$ cat src/hdl/gzhp_pkg.sv
`default_nettype none
package gzhp_pkg;

  localparam int unsigned ByteW   = 8;
  localparam int unsigned StatusW = 4;
  localparam int unsigned IndexW  = 4;
  localparam int unsigned LenW    = 16;
  localparam int unsigned FlagW   = 4;

  localparam logic [ByteW-1:0] Magic0     = 8'h1F;
  localparam logic [ByteW-1:0] Magic1     = 8'h8B;
  localparam logic [ByteW-1:0] Magic1Old  = 8'h9E;
  localparam logic [ByteW-1:0] MethodDefl = 8'h08;
  localparam logic [IndexW-1:0] IdxMagic0 = 4'd0;
  localparam logic [IndexW-1:0] IdxMagic1 = 4'd1;
  localparam logic [IndexW-1:0] IdxMethod = 4'd2;
  localparam logic [IndexW-1:0] IdxFlags  = 4'd3;
  localparam logic [IndexW-1:0] IdxLast   = 4'd9;

  // flag_bits layout: FLG byte shifted right by one
  localparam int unsigned FlgHcrc    = 0;
  localparam int unsigned FlgExtra   = 1;
  localparam int unsigned FlgName    = 2;
  localparam int unsigned FlgComment = 3;

  typedef enum logic [3:0] {
    PH_FIXED   = 4'd0,
    PH_XLEN_LO = 4'd1,
    PH_XLEN_HI = 4'd2,
    PH_XDATA   = 4'd3,
    PH_NAME    = 4'd4,
    PH_COMMENT = 4'd5,
    PH_HCRC0   = 4'd6,
    PH_HCRC1   = 4'd7,
    PH_PAYLOAD = 4'd8,
    PH_HALTED  = 4'd9
  } phase_t;

  typedef enum logic [StatusW-1:0] {
    ST_HEADER    = 4'd0,
    ST_DONE      = 4'd1,
    ST_PAYLOAD   = 4'd2,
    ST_BADHDR    = 4'd3,
    ST_BADMETH   = 4'd4,
    ST_TRUNC_XTR = 4'd5,
    ST_TRUNC_NAM = 4'd6,
    ST_TRUNC_CMT = 4'd7,
    ST_TRUNC_CRC = 4'd8,
    ST_HALTED    = 4'd9
  } status_t;

  typedef struct packed {
    phase_t            phase;
    logic [IndexW-1:0] fixed_index;
    logic [LenW-1:0]   extra_left;
    logic [FlagW-1:0]  flag_bits;
    logic [ByteW-1:0]  length_low;
  } gzhp_state_t;

  localparam gzhp_state_t StateReset = '{
    phase:       PH_FIXED,
    fixed_index: '0,
    extra_left:  '0,
    flag_bits:   '0,
    length_low:  '0
  };

  // Status for end of input while the given section is still needed.
  function automatic status_t trunc_code(input phase_t ph);
    status_t s;
    s = ST_BADHDR;
    unique case (ph)
      PH_XLEN_LO, PH_XLEN_HI, PH_XDATA: s = ST_TRUNC_XTR;
      PH_NAME:                          s = ST_TRUNC_NAM;
      PH_COMMENT:                       s = ST_TRUNC_CMT;
      PH_HCRC0, PH_HCRC1:               s = ST_TRUNC_CRC;
      default:                          s = ST_BADHDR;
    endcase
    return s;
  endfunction

endpackage
`default_nettype wire

$ cat src/hdl/gzhp_step.sv
`default_nettype none
// One parse step: parser state and one byte in, next state and status out.
module gzhp_step (
  input  var gzhp_pkg::gzhp_state_t st,
  input  wire [gzhp_pkg::ByteW-1:0] byte_in,
  input  wire                       last,
  output gzhp_pkg::gzhp_state_t     st_next,
  output gzhp_pkg::status_t         status,
  output logic [gzhp_pkg::ByteW-1:0] out_byte
);
  import gzhp_pkg::*;

  // first optional section from stage on (0 extra, 1 name, 2 comment, 3 crc)
  function automatic phase_t section_from(input logic [1:0] stage,
                                          input logic [FlagW-1:0] flg);
    phase_t p;
    p = PH_PAYLOAD;
    priority if (stage == 2'd0 && flg[FlgExtra])   p = PH_XLEN_LO;
    else if (stage <= 2'd1 && flg[FlgName])        p = PH_NAME;
    else if (stage <= 2'd2 && flg[FlgComment])     p = PH_COMMENT;
    else if (flg[FlgHcrc])                         p = PH_HCRC0;
    else                                           p = PH_PAYLOAD;
    return p;
  endfunction

  status_t           cerr;      // content error, ST_HEADER if none
  phase_t            sect;      // section the byte leads into
  logic              pass;      // payload or halted: no header logic
  logic [LenW-1:0]   xlen;
  logic [LenW-1:0]   xdec;

  assign xlen = {byte_in, st.length_low};
  assign xdec = st.extra_left - LenW'(1);

  // decode
  always_comb begin
    cerr = ST_HEADER;
    sect = st.phase;
    pass = 1'b0;
    unique case (st.phase)
      PH_FIXED: begin
        if (st.fixed_index == IdxMagic0 && byte_in != Magic0) begin
          cerr = ST_BADHDR;
        end else if (st.fixed_index == IdxMagic1 && byte_in != Magic1 &&
                     byte_in != Magic1Old) begin
          cerr = ST_BADHDR;
        end else if (st.fixed_index == IdxMethod && byte_in != MethodDefl) begin
          cerr = ST_BADMETH;
        end
        if (st.fixed_index >= IdxLast) sect = section_from(2'd0, st.flag_bits);
      end
      PH_XLEN_LO: sect = PH_XLEN_HI;
      PH_XLEN_HI: sect = (xlen == '0) ? section_from(2'd1, st.flag_bits) : PH_XDATA;
      PH_XDATA:   if (xdec == '0) sect = section_from(2'd1, st.flag_bits);
      PH_NAME:    if (byte_in == '0) sect = section_from(2'd2, st.flag_bits);
      PH_COMMENT: if (byte_in == '0) sect = section_from(2'd3, st.flag_bits);
      PH_HCRC0:   sect = PH_HCRC1;
      PH_HCRC1:   sect = PH_PAYLOAD;
      default:    pass = 1'b1;
    endcase
  end

  // next state
  always_comb begin
    st_next = st;
    if (pass) begin
      if (st.phase != PH_PAYLOAD) st_next.phase = PH_HALTED;
    end else begin
      unique case (st.phase)
        PH_FIXED: begin
          if (cerr == ST_HEADER) begin
            if (st.fixed_index == IdxFlags) st_next.flag_bits = byte_in[FlagW:1];
            st_next.fixed_index = (st.fixed_index >= IdxLast) ? '0
                                : st.fixed_index + IndexW'(1);
          end
        end
        PH_XLEN_LO: st_next.length_low = byte_in;
        PH_XLEN_HI: st_next.extra_left = xlen;
        PH_XDATA:   st_next.extra_left = xdec;
        default:    st_next = st;
      endcase
      priority if (cerr != ST_HEADER) st_next.phase = PH_HALTED;
      else if (sect == PH_PAYLOAD)    st_next.phase = PH_PAYLOAD;
      else if (last)                  st_next.phase = PH_HALTED;
      else                            st_next.phase = sect;
    end
  end

  // outputs
  always_comb begin
    out_byte = '0;
    if (pass) begin
      if (st.phase == PH_PAYLOAD) begin
        status   = ST_PAYLOAD;
        out_byte = byte_in;
      end else begin
        status = ST_HALTED;
      end
    end else begin
      priority if (cerr != ST_HEADER) status = cerr;
      else if (sect == PH_PAYLOAD)    status = ST_DONE;
      else if (last)                  status = trunc_code(sect);
      else                            status = ST_HEADER;
    end
  end

endmodule
`default_nettype wire

$ cat src/hdl/gzip_member_header_parser.sv
// gzip member header parser
//
// Input channel (in_valid/in_ready): one byte of a gzip member per
// transaction, with end_of_input marking the last byte available.
// Output channel (out_valid/out_ready): one transaction per input byte,
// carrying status and out_byte (the byte itself when status is payload,
// zero otherwise). Errors and truncation halt the parser; every later
// byte then reports halted until reset.
//
// An accepted byte goes into the input register, then into the result
// register, where out_valid rises. Throughput: one byte per cycle while
// out_ready stays high; the parse step is combinational logic between the
// two registers, and the parser state updates along with the result register.
//
// Reset (rst, synchronous): both registers empty, parser at the first
// fixed header byte, flags and extra length cleared.
// Receiver stall: the result register holds; the input register takes one
// more byte if it is empty, then in_ready drops until out_ready returns.
`default_nettype none
module gzip_member_header_parser (
  input  wire                            clk,
  input  wire                            rst,
  input  wire                            in_valid,
  output logic                           in_ready,
  input  wire [gzhp_pkg::ByteW-1:0]      in_byte,
  input  wire                            end_of_input,
  output logic                           out_valid,
  input  wire                            out_ready,
  output logic [gzhp_pkg::StatusW-1:0]   status,
  output logic [gzhp_pkg::ByteW-1:0]     out_byte
);
  import gzhp_pkg::*;

  // input register
  logic             iv;
  logic [ByteW-1:0] ib;
  logic             il;

  // parser state
  gzhp_state_t      st;
  gzhp_state_t      st_next;
  status_t          step_status;
  logic [ByteW-1:0] step_byte;

  logic             advance;   // input register moves into result register

  assign advance  = iv && (!out_valid || out_ready);
  assign in_ready = !iv || advance;

  gzhp_step u_step (
    .st       (st),
    .byte_in  (ib),
    .last     (il),
    .st_next  (st_next),
    .status   (step_status),
    .out_byte (step_byte)
  );

  always_ff @(posedge clk) begin
    if (rst) begin
      iv <= 1'b0;
    end else if (in_valid && in_ready) begin
      iv <= 1'b1;
    end else if (advance) begin
      iv <= 1'b0;
    end
  end

  always_ff @(posedge clk) begin
    if (in_valid && in_ready) begin
      ib <= in_byte;
      il <= end_of_input;
    end
  end

  // state commits only when the byte's result is taken into the result register
  always_ff @(posedge clk) begin
    if (rst) begin
      st <= StateReset;
    end else if (advance) begin
      st <= st_next;
    end
  end

  always_ff @(posedge clk) begin
    if (rst) begin
      out_valid <= 1'b0;
    end else if (advance) begin
      out_valid <= 1'b1;
    end else if (out_ready) begin
      out_valid <= 1'b0;
    end
  end

  always_ff @(posedge clk) begin
    if (advance) begin
      status   <= step_status;
      out_byte <= step_byte;
    end
  end

endmodule
`default_nettype wire

$ cat config.mk
export PLATFORM = sky130hd
export DESIGN_NAME = gzip_member_header_parser
export DESIGN_NICKNAME = d
export VERILOG_FILES = /design/src/hdl/gzhp_pkg.sv /design/src/hdl/gzhp_step.sv /design/src/hdl/gzip_member_header_parser.sv
export SDC_FILE = /design/constraint.sdc
export NUM_CORES = 1
export LEC_CHECK = 0
export BUFFER_PORTS_ARGS = -buffer_cell sky130_fd_sc_hd__buf_2
export CORE_MARGIN = 2
export CORE_UTILIZATION = 54
export DETAILED_ROUTE_END_ITERATION = 8
export GPL_TIMING_DRIVEN = 0
export PLACE_DENSITY = 0.76
export SETUP_SLACK_MARGIN = 0.05
export SLEW_MARGIN = 20
export SYNTH_ARGS = -nofsm -noshare
export SYNTH_HDL_FRONTEND = slang
export SYNTH_SLANG_ARGS = --single-unit
export TNS_END_PERCENT = 100
$ cat constraint.sdc
create_clock -name clk -period 3.2 [get_ports clk]
set_clock_uncertainty 0.05 [all_clocks]
set_input_delay 0.16 -clock clk [delete_from_list [all_inputs] [get_ports clk]]
set_output_delay 0.16 -clock clk [all_outputs]
set_load 0.02 [all_outputs]
## Yosys cells after proc, flatten, opt, wreduce, memory -nomap -nowiden

Cells that the tools add are included.

| word-level totals | value |
|---|---|
| register bits after elaboration | 59 |
| bits of input ports | 13 |
| logic and storage cells | 100 |

| cells by class | value |
|---|---|
| add/sub/neg operators | 2 |
| order comparisons | 1 |
| eq/ne operators | 24 |
| muxes and demuxes | 31 |
| bitwise logic cells | 1 |
| reduce and logical (&&, ||, !) cells | 30 |

Operator list:

| operator | count |
|---|---|
| two-way mux 4 bit | 23 |
| == test 4 x 3 -> 1 bit, second input constant | 8 |
| zero test 16 bit | 2 |
| one-hot mux 16 bit (2 select lines) | 1 |
| one-hot mux 4 bit (8 select lines) | 1 |
| == test 4 x 2 -> 1 bit, second input constant | 6 |
| inequality test 8 bit, second input constant | 2 |
| one-hot mux 4 bit (4 select lines) | 1 |
| subtractor 16 x 1 -> 16 bit, second input constant | 1 |
| == test 4 x 1 -> 1 bit, second input constant | 3 |
| zero test 4 bit | 3 |
| OR reduction 9 bit | 1 |
| == test 4 bit, second input constant | 2 |
| zero test 8 bit | 1 |
| inequality test 8 x 4 -> 1 bit, second input constant | 1 |
| inequality test 8 x 5 -> 1 bit, second input constant | 1 |
| nonzero test 2 bit | 4 |
| OR reduction 8 bit | 1 |
| logical AND 1 bit | 6 |
| AND reduction 3 bit | 2 |
| AND reduction 5 bit | 1 |
| adder 4 x 1 -> 4 bit, second input constant | 1 |
| >= comparator 4 bit, second input constant | 1 |
| two-way mux 1 bit | 4 |
| 10 further kinds | 12 |

## Longest topological paths before layout

| depth | value |
|---|---|
| word-level depth | 13 |
| depth in mapped cells | 12 |

## Cells and area by module

From an unflattened synthesis, not the netlist that was laid out.

| second synthesis, totals | value |
|---|---|
| cell total of the unflattened synthesis | 476 |
| area total of the unflattened synthesis | 4225.3 um^2 |

Modules (own cells, without submodules):

| module | times used | cells an instance | area an instance (um^2) | seq. area each (um^2) |
|---|---|---|---|---|
| gzip_member_header_parser | 1 | 187 | 2366.0 | 1391.3 |
| gzhp_step | 1 | 289 | 1859.3 | 0.0 |

## Least setup slack after synthesis

Ideal clock, no wire load.

| timing | value |
|---|---|
| path kind | register -> register |
| start point | reg st[12] (netlist name) |
| end point | reg status[1] (netlist name), data pin |
| setup time | 0.262 ns |
| data arrival time | 3.179 ns |
| slack | -0.291 ns |
| stages on the path, launching flop included | 13 |
| buffers on the path | 1 |
| clock period less this slack | 3.491 ns |
| cell sequence | dfxtp_1 buf_2 inv_1 ha_1 nor3b_1 nand3_1 xnor2_1 or4_4 a211oi_4 o221a_4 or3b_1 a2111oi_2 nor2_1 |

| on the way | value |
|---|---|
| word-level cells in the longest chain between the ends | 11 |
| elaborated cells between the ends (all ways) | 19 |
| those cells by class | add/sub: 1; eq/ne: 8; mux: 7; reduce/logical: 3 |

RTL lines:

| item | line | source |
|---|---|---|
| subtractor 16 x 1 -> 16 bit * | gzhp_step.sv:33 | `assign xdec = st.extra_left - LenW'(1);` |
| zero test 16 bit * | gzhp_step.sv:54 | `PH_XDATA: if (xdec == '0) sect = section_from(2'd1, st.flag_bits);` |
| two-way mux 4 bit * | gzhp_step.sv:54 |  |
| one-hot mux 4 bit (8 select lines) * | gzhp_step.sv:40 | `unique case (st.phase)` |
| == test 4 x 1 -> 1 bit (tied with other cells) | gzhp_pkg.sv:72 | `unique case (ph)` |
| OR reduction 3 bit / OR reduction 2 bit (equally long branches) | gzhp_pkg.sv:72 |  |
| one-hot mux 4 bit (4 select lines) | gzhp_pkg.sv:72 |  |
| two-way mux 4 bit | gzhp_step.sv:102 | `else if (last) status = trunc_code(sect);` |
| two-way mux 4 bit * | gzhp_step.sv:101 | `else if (sect == PH_PAYLOAD) status = ST_DONE;` |
| two-way mux 4 bit * | gzhp_step.sv:100 | `priority if (cerr != ST_HEADER) status = cerr;` |
| two-way mux 4 bit * | gzhp_step.sv:92 | `if (pass) begin` |
| via step_status[1] | gzip_member_header_parser.sv:42 | `status_t step_status;` |
| end signal: assignment | gzip_member_header_parser.sv:97 | `status <= step_status;` |
| end: declaration | gzip_member_header_parser.sv:29 | `output logic [gzhp_pkg::StatusW-1:0] status,` |

The timed path passes the listed nets; every way through them passes the cells marked *.
A chain may end at the register's enable or synchronous reset.

## Worst setup path after layout

| timing | value |
|---|---|
| start point | reg st[13] (netlist name) |
| end point | reg status[1] (netlist name), data pin |

| on the way | value |
|---|---|
| word-level cells in the longest chain between the ends | 11 |
| elaborated cells between the ends (all ways) | 19 |
| those cells by class | add/sub: 1; eq/ne: 8; mux: 7; reduce/logical: 3 |

RTL lines:

| item | line |
|---|---|
| subtractor 16 x 1 -> 16 bit * | gzhp_step.sv:33 |
| zero test 16 bit * | gzhp_step.sv:54 |
| two-way mux 4 bit * | gzhp_step.sv:54 |
| one-hot mux 4 bit (8 select lines) * | gzhp_step.sv:40 |
| == test 4 x 1 -> 1 bit (tied with other cells) | gzhp_pkg.sv:72 |
| OR reduction 3 bit / OR reduction 2 bit (equally long branches) | gzhp_pkg.sv:72 |
| one-hot mux 4 bit (4 select lines) | gzhp_pkg.sv:72 |
| two-way mux 4 bit | gzhp_step.sv:102 |
| two-way mux 4 bit * | gzhp_step.sv:101 |
| two-way mux 4 bit * | gzhp_step.sv:100 |
| two-way mux 4 bit * | gzhp_step.sv:92 |
| via step_status[1] | gzip_member_header_parser.sv:42 |

Marked as above.

==> flow_summary_export.csv <==
group,metric,value,unit
setup_path,rr_startpoint,"st[13]$_SDFFE_PP0P_",
route,drcViolationCount,0,
logic_synthesis,synth_edf_count,21,
route,dr.pass1.iters,5,
setup_path,slowest_delay,0.54,ns
logic_synthesis,synth_commonest_cells,"nor2_1, dfxtp_1, a21oi_1, nand2_1, edfxtp_1",
power,p_int,1.28,mW
sta,rsz0062_at_grt,"true",
sta,finalCritPeriodShare,108,%
power,p_seq_share,47.1,%
clock_tree,cts_tree,"built",
logic_synthesis,yosysTopAreaCell,"dfxtp_1",
sta,setup_viol,2,
global_routing,grt_pass1_wl,14.6,mm
clock_tree,ctsHtreeMaxLevel,3,
setup_path,worstSetupEndpointType,"flip-flop",
run_status,violations,"setup timing",
logic_synthesis,synth_top_flop_cell,"dfxtp_1",
clock_tree,cts_buffer_depth,2,
worst_hold_path,hold_path_class,"input port to flip-flop",
power,net-switching-power,0.467,mW
worst_hold_path,min_to,"out_valid$_SDFFE_PP0P_",
sta,relSlewSlack,47.5,%
setup_path,reg2reg_to,"status[1]$_DFFE_PP_",
route,wl,9.19,mm
sta,period_minus_slack,3.47,ns
floorplan,die_area,6850,um2
floorplan,start_util,56.2,%
sta,finalHoldViolations,0,
route,routed_via_density,6.24,
logic_synthesis,ys_async_sr_fraction,0,%
route,vias,3312,
setup_path,crit_chain,"buf_6 > inv_4 > ha_4 > nor3b_4 > nand4_1 > xnor2_1 > or4_4 > a211oi_4 > o221a_4 > or3b_4 > a2111oi_4 > nor2_1",
worst_hold_path,hold_start,"out_ready",
clock_tree,clk_latency,0.35,ns
clock_tree,cts.reportedPaths.clkPinSlew,0.07,ns
setup_path,cp_max_fo,6,
floorplan,ios,27,
logic_synthesis,ys_ff_latch,59,
sta,slew_violations,0,
power,power,1.75,mW
finish,synthToLayoutAreaGrowth,23.9,%
clock_tree,cts_sinks,59,
sta,maxClockFrequency,288,MHz
logic_synthesis,seq_area_frac_synth,41.5,%
logic_synthesis,synth.distinct_cells,59,
route,wl_per_cell,17.3,um
placed_design,portBuffers,25,
sta,finalSetupTns,-0.469,ns
floorplan,die_x,82.8,um
placed_design,dp_hpwl,5.96,mm
global_routing,grtUsageMet1,35.1,%
power,power.leakage,1.52,nW
route,drt_iter0_markers,377,
setup_path,reg2reg_slack,-0.27,ns
setup_path,ff2ff_path_depth,12,
setup_path,worstSetupStartpoint,"st[13]$_SDFFE_PP0P_",
setup_path,critical_path_buf_inv_count,2,
run_status,outcome,"complete, but fails checks",
placed_design,gp_congestion,0.942,
sta,setup_ws,-0.268,ns
route,ant_nets,0,
global_routing,grt_usage,28.8,%
global_routing,grtUsageMet3,8.70,%
logic_synthesis,avgSynthCellArea,8.59,um2
finish,post_route_cells_drive_above_1_share,20.2,%
logic_synthesis,syn_nets,410,
setup_path,start_kind,"flip-flop",
logic_synthesis,ys_warn_count,0,
finish,antenna_cells,0,
global_routing,grt_pass1_vias,3070,
logic_synthesis,syn_inst,390,
global_routing,grt.busiest_layer,"met2",
logic_synthesis,synth_top_area_share,22.7,%
power,ir_drop,329,uV
finish,final_nets,471,
power,clkPwrFrac,41.3,%
clock_tree,numCtsBuffers,9,
floorplan,die_h,82.8,um
power,p_per_area,422,nW/um2
run,maxCapViolations,0,
logic_synthesis,synthMostInstantiatedCell,"nor2_1",
setup_path,required,3.25,ns
power,combPwrFrac,11.6,%
worst_hold_path,whs_path_depth,4,
setup_path,cp.arrival,3.52,ns
global_routing,grt_max_degree,18,
global_routing,grt_use_met2,45.9,%
sta,max_slew.worst_pin.slew,0.780,ns
logic_synthesis,synth.cell_area,3350,um2
power,switching_share,26.7,%
global_routing,antenna_found_initial,0,
setup_path,cp_top_family,"simple AND/OR/NAND/NOR gates",
setup_path,cpMaxStageDelayCell,"or4_4",
logic_synthesis,yosys-top-cells-area,"dfxtp_1, edfxtp_1, nor2_1",
floorplan,rows,28,
global_routing,grt_overflow,0,
setup_path,critPathKind,"flip-flop to flip-flop",
clock_tree,root_buffer,"clkbuf_8",
floorplan,core_area,5960,um2
-- kinds of logic (layout without fill, tap and decap cells) --
family | after synthesis | in the layout | synth area share, %
buffers and inverters | 34 | 100 | 4.15
xor gates and xnor gates | 5 | 5 | 1.31
muxes | 8 | 8 | 2.39
adders and majority gates | 7 | 7 | 2.61
and+or+nand+nor | 176 | 176 | 27.7
DFF | 59 | 59 | 41.5
AOI/OAI and AO/OA | 101 | 101 | 20.3
-- metrics by stage --
stage | instances | instance area (um2) | worst slack (ns) | utilization, % | hold WS, ns
after floorplan | 390 | 3400 | -0.102 | - | 0.209
after global placement | 490 | 3620 | -0.364 | 60.7 | 0.288
final | 531 | 4150 | -0.268 | 69.7 | 0.0882
after global routing | 531 | 4150 | -0.350 | 69.7 | 0.112
after detailed placement | 490 | 3620 | -0.402 | 60.7 | 0.288
after CTS | 529 | 4090 | -0.215 | 68.7 | 0.0651
-- routing by layer --
| layer | part of all wire, % | routed length [um] |
|---|---|---|
| met4 | 3.5 | 323 |
| met2 | 46 | 4260 |
| met3 | 9.0 | 831 |
| met1 | 41 | 3780 |
| met5 | 0 | 0 |
-- registers in the layout, summed over array words and instances (netlist names) --
register	cells
status	4
st	36
out_byte	8
out_valid	1
ib	8
il	1
iv	1
-- worst reg2reg max path, cell delays in order (launching register included) --
cell       delay, ns
dfxtp_1         0.32
buf_6           0.12
inv_4           0.06
ha_4            0.15
nor3b_4         0.34
nand4_1         0.19
xnor2_1         0.20
or4_4           0.54
a211oi_4        0.27
o221a_4         0.23
or3b_4          0.39
a2111oi_4       0.29
nor2_1          0.07
-- layout by cell type (no fill, tap or decap), types with 3 or more instances in the layout --
cell type      Yosys  layout
nor4_1             9       6
clkbuf_1          19      19
and2_1            11      11
nor3b_1            4       3
a21oi_1           35      34
inv_1             10       8
buf_4              0      15
nand3_1           12      11
nor4_4             1       3
clkinvlp_4         0       3
dfxtp_1           38      37
nand4_1            9       9
o221ai_1           5       5
o21a_1             6       6
edfxtp_1          21      21
or3_1              5       5
nand2b_1           4       4
mux2i_1            8       8
buf_6              1       3
o211ai_1           3       3
nor3_1            16      15
nor2_1            49      47
dlygate4sd3_1      0      10
ha_1               7       6
o21ai_0           19      18
xnor2_1            3       3
nand4b_1           5       5
o22ai_1            4       4
nor2b_1            4       4
buf_2              3      26
or4_4              2       3
a211oi_1           7       6
clkbuf_8           0      11
nand2_1           34      34
-- worst max path at each step --
stage / endpoint / slack (ns) / depth (start not counted)
after floorplan: status[1]$_DFFE_PP_ / -0.10 / 12
after global placement: status[1]$_DFFE_PP_ / -0.36 / 12
after detailed placement: status[1]$_DFFE_PP_ / -0.40 / 10
after CTS: status[1]$_DFFE_PP_ / -0.21 / 12
after global routing: status[1]$_DFFE_PP_ / -0.35 / 12
final: status[1]$_DFFE_PP_ / -0.27 / 12
-- power groups by stage --
stage                     logic, mW  registers (mW)  clock network, mW
after floorplan               0.114           0.843                  0
after global placement        0.169           0.838                  0
after detailed placement      0.172           0.839                  0
after CTS                     0.190           0.822              0.727
after global routing          0.219           0.826              0.756
final                         0.203           0.824              0.723
-- repair_timing --
action / 4_1_cts / 5_1_grt
pin swaps: 10 / 2
endpoints found under the hold margin: 10 / 0
resized for setup: 12 / 9
gates cloned: 0 / 0
setup buffers: 13 / 2
setup endpoints to repair: 8 / 15
hold buffers: 10 / 0
-- layout make-up --
cell class / count / area, um2
Clock inverter: 5 / 61.3
Inverter: 11 / 46.3
Sequential cell: 59 / 1390
Fill cell: 485 / 1810
Multi-Input combinational cell: 297 / 1960
Clock buffer: 11 / 151
Tap cell: 75 / 93.8
Timing Repair Buffer: 50 / 338
Buffer: 23 / 110
No activity file was read; power rests on OpenSTA's default activity.
